<file path="config.mk">
export PLATFORM = sky130hd
export DESIGN_NAME = oal_ctrl
export DESIGN_NICKNAME = d
export VERILOG_FILES = /design/src/sv/oal_pkg.sv /design/src/sv/oal_ctrl.sv
export VERILOG_INCLUDE_DIRS = /design/src /design/src/sv
export SDC_FILE = /design/constraint.sdc
export NUM_CORES = 1
export LEC_CHECK = 0
export BUFFER_PORTS_ARGS = -buffer_cell sky130_fd_sc_hd__buf_2
export CAP_MARGIN = 20
export CORE_AREA = 3 3 111 113
export CTS_BUF_LIST = sky130_fd_sc_hd__clkbuf_8 sky130_fd_sc_hd__clkbuf_16
export DETAILED_ROUTE_END_ITERATION = 10
export DIE_AREA = 0 0 114 116
export GPL_TIMING_DRIVEN = 0
export PLACE_DENSITY = 0.86
export REMOVE_ABC_BUFFERS = 1
export SLEW_MARGIN = 20
export SYNTH_ARGS = -nofsm -noshare
export SYNTH_HDL_FRONTEND = slang
export SYNTH_SLANG_ARGS = --single-unit
</file>
<file path="constraint.sdc">
create_clock -name clk -period 7.7 [get_ports clk]
set_input_delay 1.54 -clock clk [delete_from_list [all_inputs] [get_ports clk]]
set_output_delay 1.54 -clock clk [all_outputs]
set_load 0.1 [all_outputs]
</file>
<file path="src/sv/ordered_array_list_engine_macros.svh">
// Assertion macros used by the sequencer of the ordered array list engine.
`ifndef ORDERED_ARRAY_LIST_ENGINE_MACROS_SVH
`define ORDERED_ARRAY_LIST_ENGINE_MACROS_SVH

// Same-cycle implication, disabled while reset is asserted.
`define OAL_ASSERT_IMP(label, clk, rst_n, ante, cons, msg) \
    label: assert property (@(posedge clk) disable iff (!rst_n) (ante) |-> (cons)) \
        else $error(msg);

// Next-cycle implication, disabled while reset is asserted.
`define OAL_ASSERT_NEXT(label, clk, rst_n, ante, cons, msg) \
    label: assert property (@(posedge clk) disable iff (!rst_n) (ante) |=> (cons)) \
        else $error(msg);

`endif

</file>
<file path="src/sv/oal_pkg.sv">
// Package with word types and codes for the ordered array list engine.
`timescale 1ns / 1ps
`default_nettype none

package oal_pkg;

    localparam int DATA_W = 32;
    localparam int POS_W  = 9;
    localparam int IDX_W  = 8;
    localparam int CNT_W  = 9;

    localparam logic [1:0] ACT_INSERT = 2'd0;
    localparam logic [1:0] ACT_ERASE  = 2'd1;
    localparam logic [1:0] ACT_FIND   = 2'd2;
    localparam logic [1:0] ACT_MODIFY = 2'd3;

    localparam logic [1:0] ST_OK       = 2'd0;
    localparam logic [1:0] ST_FULL     = 2'd1;
    localparam logic [1:0] ST_BADPOS   = 2'd2;
    localparam logic [1:0] ST_NOTFOUND = 2'd3;

    typedef struct packed {
        logic [1:0]              action;
        logic [POS_W-1:0]        position;
        logic signed [DATA_W-1:0] value;
    } req_t;

    typedef struct packed {
        logic [1:0]       status;
        logic [IDX_W-1:0] found_index;
        logic [CNT_W-1:0] count;
    } rsp_t;

endpackage

`default_nettype wire

</file>
<file path="src/sv/oal_ctrl.sv">
// Sequencer that walks the entry store for insert, erase, find and modify.
`timescale 1ns / 1ps
`default_nettype none
`include "ordered_array_list_engine_macros.svh"

module oal_ctrl
    import oal_pkg::*;
#(
    parameter int CAPACITY = 256,
    localparam int AW = $clog2(CAPACITY),
    localparam int CW = $clog2(CAPACITY + 1)
)
(
    input  wire logic              clk,
    input  wire logic              rst_n,
    input  wire logic              req_valid,
    output logic                   req_ready,
    input  wire req_t              req,
    output logic                   rsp_valid,
    input  wire logic              rsp_ready,
    output rsp_t                   rsp,
    output logic                   mem_we,
    output logic      [AW-1:0]     mem_waddr,
    output logic      [DATA_W-1:0] mem_wdata,
    output logic                   mem_re,
    output logic      [AW-1:0]     mem_raddr,
    input  wire logic [DATA_W-1:0] mem_rdata
);

    localparam int W = (CW > POS_W) ? CW : POS_W;

    localparam logic [2:0] S_IDLE  = 3'd0;
    localparam logic [2:0] S_SHUP  = 3'd1;
    localparam logic [2:0] S_SHDN  = 3'd2;
    localparam logic [2:0] S_WRITE = 3'd3;
    localparam logic [2:0] S_FIND  = 3'd4;
    localparam logic [2:0] S_RESP  = 3'd5;

    // Control state.
    logic [2:0]    state_reg, state_next;
    logic [CW-1:0] count_reg, count_next;
    logic          wb_valid_reg, wb_valid_next;
    logic          cmp_valid_reg, cmp_valid_next;
    logic          issue_done_reg, issue_done_next;
    logic          inc_reg, inc_next;
    logic          out_valid_reg, out_valid_next;

    // Payload state.
    logic [AW-1:0]     idx_reg, idx_next;
    logic [AW-1:0]     pos_reg, pos_next;
    logic [DATA_W-1:0] val_reg, val_next;
    logic [AW-1:0]     wb_addr_reg, wb_addr_next;
    logic [AW-1:0]     cmp_idx_reg, cmp_idx_next;
    logic [1:0]        st_reg, st_next;
    logic [AW-1:0]     fidx_reg, fidx_next;
    rsp_t              out_data_reg, out_data_next;

    logic [W-1:0]      pos_w, cnt_w, cnt_m1_w;
    logic [CW-1:0]     cnt_m1;
    logic [AW-1:0]     pos_idx;
    logic              list_full;
    logic [AW+7:0]     fidx_ext;
    logic [CW+8:0]     cnt_ext;

    assign pos_w     = W'(req.position);
    assign cnt_w     = W'(count_reg);
    assign cnt_m1    = count_reg - 1'b1;
    assign cnt_m1_w  = W'(cnt_m1);
    assign pos_idx   = AW'(req.position);
    assign list_full = (count_reg == CW'(CAPACITY));
    assign fidx_ext  = {8'b0, fidx_reg};
    assign cnt_ext   = {9'b0, count_reg};

    assign req_ready = (state_reg == S_IDLE);
    assign rsp_valid = out_valid_reg;
    assign rsp       = out_data_reg;

    always_comb
    begin
        state_next      = state_reg;
        count_next      = count_reg;
        wb_valid_next   = 1'b0;
        cmp_valid_next  = 1'b0;
        issue_done_next = issue_done_reg;
        inc_next        = inc_reg;
        out_valid_next  = out_valid_reg;
        idx_next        = idx_reg;
        pos_next        = pos_reg;
        val_next        = val_reg;
        wb_addr_next    = wb_addr_reg;
        cmp_idx_next    = cmp_idx_reg;
        st_next         = st_reg;
        fidx_next       = fidx_reg;
        out_data_next   = out_data_reg;
        mem_re          = 1'b0;
        mem_raddr       = idx_reg;

        // A pending shift write-back always owns the write port.
        mem_we    = wb_valid_reg;
        mem_waddr = wb_addr_reg;
        mem_wdata = mem_rdata;

        if (out_valid_reg && rsp_ready)
        begin
            out_valid_next = 1'b0;
        end

        unique case (state_reg)
            S_IDLE:
            begin
                if (req_valid)
                begin
                    pos_next   = pos_idx;
                    val_next   = req.value;
                    st_next    = ST_OK;
                    fidx_next  = '0;
                    state_next = S_RESP;
                    case (req.action)
                        ACT_INSERT:
                        begin
                            if (pos_w > cnt_w)
                            begin
                                st_next = ST_BADPOS;
                            end
                            else if (list_full)
                            begin
                                st_next = ST_FULL;
                            end
                            else if (pos_w < cnt_w)
                            begin
                                idx_next   = AW'(cnt_m1);
                                inc_next   = 1'b1;
                                state_next = S_SHUP;
                            end
                            else
                            begin
                                inc_next   = 1'b1;
                                state_next = S_WRITE;
                            end
                        end
                        ACT_ERASE:
                        begin
                            if (pos_w >= cnt_w)
                            begin
                                st_next = ST_BADPOS;
                            end
                            else if (cnt_m1_w > pos_w)
                            begin
                                idx_next   = pos_idx + 1'b1;
                                state_next = S_SHDN;
                            end
                            else
                            begin
                                count_next = cnt_m1;
                            end
                        end
                        ACT_FIND:
                        begin
                            if (count_reg == '0)
                            begin
                                st_next = ST_NOTFOUND;
                            end
                            else
                            begin
                                idx_next        = '0;
                                issue_done_next = 1'b0;
                                state_next      = S_FIND;
                            end
                        end
                        default:
                        begin
                            if (pos_w >= cnt_w)
                            begin
                                st_next = ST_BADPOS;
                            end
                            else
                            begin
                                inc_next   = 1'b0;
                                state_next = S_WRITE;
                            end
                        end
                    endcase
                end
            end
            S_SHUP:
            begin
                // Read entry i now, write it to i+1 in the next cycle.
                mem_re        = 1'b1;
                wb_valid_next = 1'b1;
                wb_addr_next  = idx_reg + 1'b1;
                if (idx_reg == pos_reg)
                begin
                    state_next = S_WRITE;
                end
                else
                begin
                    idx_next = idx_reg - 1'b1;
                end
            end
            S_SHDN:
            begin
                // Read entry i now, write it to i-1 in the next cycle.
                mem_re        = 1'b1;
                wb_valid_next = 1'b1;
                wb_addr_next  = idx_reg - 1'b1;
                if (CW'(idx_reg) == cnt_m1)
                begin
                    count_next = cnt_m1;
                    state_next = S_RESP;
                end
                else
                begin
                    idx_next = idx_reg + 1'b1;
                end
            end
            S_WRITE:
            begin
                if (!wb_valid_reg)
                begin
                    mem_we    = 1'b1;
                    mem_waddr = pos_reg;
                    mem_wdata = val_reg;
                    if (inc_reg)
                    begin
                        count_next = count_reg + 1'b1;
                    end
                    state_next = S_RESP;
                end
            end
            S_FIND:
            begin
                if (cmp_valid_reg && (mem_rdata == val_reg))
                begin
                    fidx_next  = cmp_idx_reg;
                    state_next = S_RESP;
                end
                else if (cmp_valid_reg && (CW'(cmp_idx_reg) == cnt_m1))
                begin
                    st_next    = ST_NOTFOUND;
                    state_next = S_RESP;
                end
                else if (!issue_done_reg)
                begin
                    mem_re         = 1'b1;
                    cmp_valid_next = 1'b1;
                    cmp_idx_next   = idx_reg;
                    if (CW'(idx_reg) == cnt_m1)
                    begin
                        issue_done_next = 1'b1;
                    end
                    else
                    begin
                        idx_next = idx_reg + 1'b1;
                    end
                end
            end
            S_RESP:
            begin
                if (!out_valid_reg || rsp_ready)
                begin
                    out_valid_next            = 1'b1;
                    out_data_next.status      = st_reg;
                    out_data_next.found_index = fidx_ext[IDX_W-1:0];
                    out_data_next.count       = cnt_ext[CNT_W-1:0];
                    state_next                = S_IDLE;
                end
            end
            default:
            begin
                state_next = S_IDLE;
            end
        endcase
    end

    always_ff @(posedge clk or negedge rst_n)
    begin
        if (!rst_n)
        begin
            state_reg      <= S_IDLE;
            count_reg      <= '0;
            wb_valid_reg   <= 1'b0;
            cmp_valid_reg  <= 1'b0;
            issue_done_reg <= 1'b0;
            inc_reg        <= 1'b0;
            out_valid_reg  <= 1'b0;
        end
        else
        begin
            state_reg      <= state_next;
            count_reg      <= count_next;
            wb_valid_reg   <= wb_valid_next;
            cmp_valid_reg  <= cmp_valid_next;
            issue_done_reg <= issue_done_next;
            inc_reg        <= inc_next;
            out_valid_reg  <= out_valid_next;
        end
    end

    always_ff @(posedge clk)
    begin
        idx_reg      <= idx_next;
        pos_reg      <= pos_next;
        val_reg      <= val_next;
        wb_addr_reg  <= wb_addr_next;
        cmp_idx_reg  <= cmp_idx_next;
        st_reg       <= st_next;
        fidx_reg     <= fidx_next;
        out_data_reg <= out_data_next;
    end

    `OAL_ASSERT_IMP(a_count_cap, clk, rst_n, 1'b1, count_reg <= CW'(CAPACITY), "count above capacity")
    `OAL_ASSERT_NEXT(a_count_step, clk, rst_n, 1'b1, (count_reg == $past(count_reg)) || (count_reg == $past(count_reg) + 1'b1) || (count_reg == $past(count_reg) - 1'b1), "count moved by more than one")
    `OAL_ASSERT_IMP(a_idle_drained, clk, rst_n, req_ready, !wb_valid_reg, "write-back pending while idle")
    `OAL_ASSERT_IMP(a_no_rw_clash, clk, rst_n, mem_we && mem_re, mem_waddr != mem_raddr, "read and write hit one entry")
    `OAL_ASSERT_NEXT(a_accept_busy, clk, rst_n, req_valid && req_ready, state_reg != S_IDLE, "accepted word left no work")

endmodule

`default_nettype wire

</file>
==> run_results.csv <==
group,metric,value,unit
outcome,outcome,"finished, final reports clean",
route,first_iter_violations,503,
clocking,cts_tree,"done",
pwr,vdd_drop_max,323.3,uV
critical_path,endpoint_kind,"output port",
layout,drive_above_1_share,29.26,%
yosys,ys.flop_type,"edfxtp_1",
global_routing,globalRouteTotalUtil,27.25,%
floorplan,pin_count,150,
pwr,power_density,462.4,nW/um^2
place,place.gp.congestion,0.9595,
route,drt-pass1-iter-count,6,
sta,worst_pin_slew,0.9818,ns
yosys,ys_seq_area_share,47.05,%
sta,min_period,5.208,ns
pwr,switching_share,54.62,%
sta,clock_skew,0.007855,ns
layout,final_cell_mix,"150 x buf_2, 93 x edfxtp_1, 48 x xor2_1, 43 x nand2_1, 41 x inv_1",
yosys,synth_area,6839,um^2
layout,area_growth,16.50,%
clocking,clk_path_buf_depth,2,
sta,final-max-slew-violation-count,0,
place,dp_cells,879,
worst_hold_path,hold_depth,0,
yosys,syn_inst,610,
clocking,clock_sinks,110,
clocking,cts-root-buf,"clkbuf_16",
pwr,fin_total_pwr,3.685,mW
floorplan,die_h,116,um
clocking,insertion_delay,0.35,ns
global_routing,grt_pass1_vias,5282,
pwr,p_sw,2.013,mW
global_routing,grt_pass1_wl,27540,um
sta,maxSlewHeadroom,34.04,%
layout,fillers,850,
clocking,numCtsBuffers,9,
route,drcViolationCount,0,
critical_path,crit_path_start_kind,"register",
layout,mostFrequentLayoutCell,"buf_2",
clocking,ctsHoldBuffers,0,
layout,antenna_cells,0,
sta,fin_ws,2.492,ns
critical_path,cp.required,6.16,ns
sta,post-route-period-util,67.63,%
critical_path,worst_r2r_path_depth,15,
route,drt-wirelength-per-cell,19.89,um
clocking,postCtsSetupRepairBufs,0,
layout,fin_area,7968,um^2
layout,fin_nets,853,
route,drt-vias-per-instance,6.067,
pwr,clkPwrFrac,11.3,%
global_routing,gr-total-overflow,0,
yosys,synth_cell_types,68,
clocking,post_cts_resized,0,
clocking,h-tree-depth,3,
global_routing,grt_max_degree,29,
critical_path,slowest_stage,"dfrtp_1",
floorplan,rows,39,
layout,seqCellArea,3218,um^2
yosys,synthArstFlopShare,15.45,%
pwr,p_int,1.672,mW
critical_path,arrival,3.67,ns
pwr,p_comb_share,58.2,%
place,placed_cell_area,7704,um^2
floorplan,start_util,59.89,%
run,maxCapViolCount,0,
critical_path,crit_type,"register to output port",
layout,stdcell_count,895,
sta,fmax,192.0,MHz
floorplan,core_area,11420,um^2
critical_path,crit_chain,"inv_1, ha_1, xnor2_2, xnor2_1, or3_1, a2111o_1, or3_4, nand3_2, o21bai_1, buf_2",
route,vias,5430,
pwr,p_seq_share,30.5,%
sta,setup_viol,0,
layout,multi_input_area,3369,um^2
global_routing,antenna_found_initial,0,
layout,final_core_util,69.78,%
route,wl,17810,um
critical_path,cpPeakStageDelay,0.82,ns
place,hpwl,13740,um
worst_hold_path,hold_path_class,"register to register",
sta,holdWs,0.4188,ns
place,io_buffers,149,
layout,largest_reg_flops,32,
yosys,synth_edf_count,93,
yosys,ys_warn_count,0,
critical_path,path_max_fanout,15,
floorplan,die_w,114,um
place,place_ws,2.784,ns
sta,setup-tns-final,0,ns
yosys,synth_seq_cells,110,
route,final_antenna_net_count,0,
yosys,syn_avg_cell_area,11.21,um^2
pwr,power_leakage,3.319,nW
sta,final_hold_viol_count,0,
sta,rsz0062_at_grt,"false",
floorplan,die_area,13220,um^2
clocking,cts.clk_slew.worst_paths,0.06,ns
[cell type report]
class,instances,area share (%)
clock inverter,6,0.3141
timing repair buffer,152,10.02
tap,143,2.246
clock buffer,10,2.999
inverter,37,1.743
multi-input combinational,437,42.29
sequential,110,40.39
[logic make-up after synthesis]
| kind of cell | after synthesis | synth area share (%) |
|---|---|---|
| DFF | 110 | 47.05 |
| adders and majority gates | 27 | 4.940 |
| buffers and inverters | 63 | 3.787 |
| and+or+nand+nor | 175 | 14.00 |
| xor gates and xnor gates | 90 | 12.04 |
| AOI/OAI and AO/OA | 98 | 10.50 |
| muxes | 47 | 7.684 |
[worst paths after layout]
| check | start | endpoint | slack (ns) |
|---|---|---|---|
| hold / removal | fidx_reg[5] | rsp[14] | 0.42 |
| hold reg to reg | fidx_reg[5] | rsp[14] | 0.42 |
| min in group asynchronous | rst_n | rsp_valid | 1.14 |
| setup reg to reg | cnt_w[0] | mem_raddr[0] | 2.92 |
| max in group asynchronous | rst_n | cnt_w[5] | 6.23 |
| setup / recovery | cnt_w[0] | mem_re | 2.49 |
[worst max-delay path: cells and delay by family, from the launching register on]
kind	cells	cell delay, ns
fa+ha+maj	1	0.32
flops	1	0.82
xor+xnor	2	0.47
simple gates	3	0.86
compound gates	2	0.45
buf+inv	2	0.39
[power groups by stage]
stage	combinational, mW	clock (mW)	sequential [mW]
final	2.14	0.418	1.12
after global placement	2.07	0	1.12
after floorplan	1.42	0	1.37
after global routing	2.27	0.449	1.14
after CTS	2.13	0.424	1.11
after detailed placement	2.13	0	1.13
[routing by layer]
metal / vias up / wire, um / GRT usage, % / part of all wire [%]
met5: - / 0 / 0 / 0
met4: 0 / 423 / 9.660 / 2.4
met3: 39 / 1675 / 5.953 / 9.4
met2: 266 / 8818 / 47.03 / 50
met1: 2587 / 6887 / 33.96 / 39
li1: 2538 / - / - / -
[Yosys cell counts, types with 2 or more instances]
library cell,count,area share (%)
a31oi_1,6,0.55
nor3b_1,2,0.22
nand2_1,43,2.4
nand3_1,23,1.7
a22o_1,3,0.38
nand3_2,2,0.29
xnor2_1,39,5.0
o221ai_1,6,0.77
nand4_1,13,1.2
nor2b_1,3,0.27
and3_1,18,1.6
xor2_1,48,6.1
o211ai_1,3,0.33
a21o_1,4,0.44
or3_1,4,0.37
edfxtp_1,93,41
a211o_1,2,0.26
buf_4,2,0.22
nor2_1,23,1.3
buf_1,3,0.16
o21ai_0,15,1.1
nor3_1,13,0.95
xnor3_1,2,0.66
o2111ai_1,2,0.26
a21oi_1,19,1.4
mux2_2,40,6.6
a211oi_1,2,0.22
buf_2,6,0.44
dfrtp_1,17,6.2
o311ai_0,2,0.26
nor3_2,2,0.29
inv_1,37,2.0
ha_1,27,4.9
a2111o_1,2,0.33
o2bb2ai_1,3,0.38
o31ai_1,8,0.88
o22ai_1,4,0.37
clkbuf_1,14,0.77
a221o_1,4,0.59
nand2b_1,7,0.64
nor4_1,12,1.1
mux2i_1,6,0.88
(Power assumes the default switching activity.)
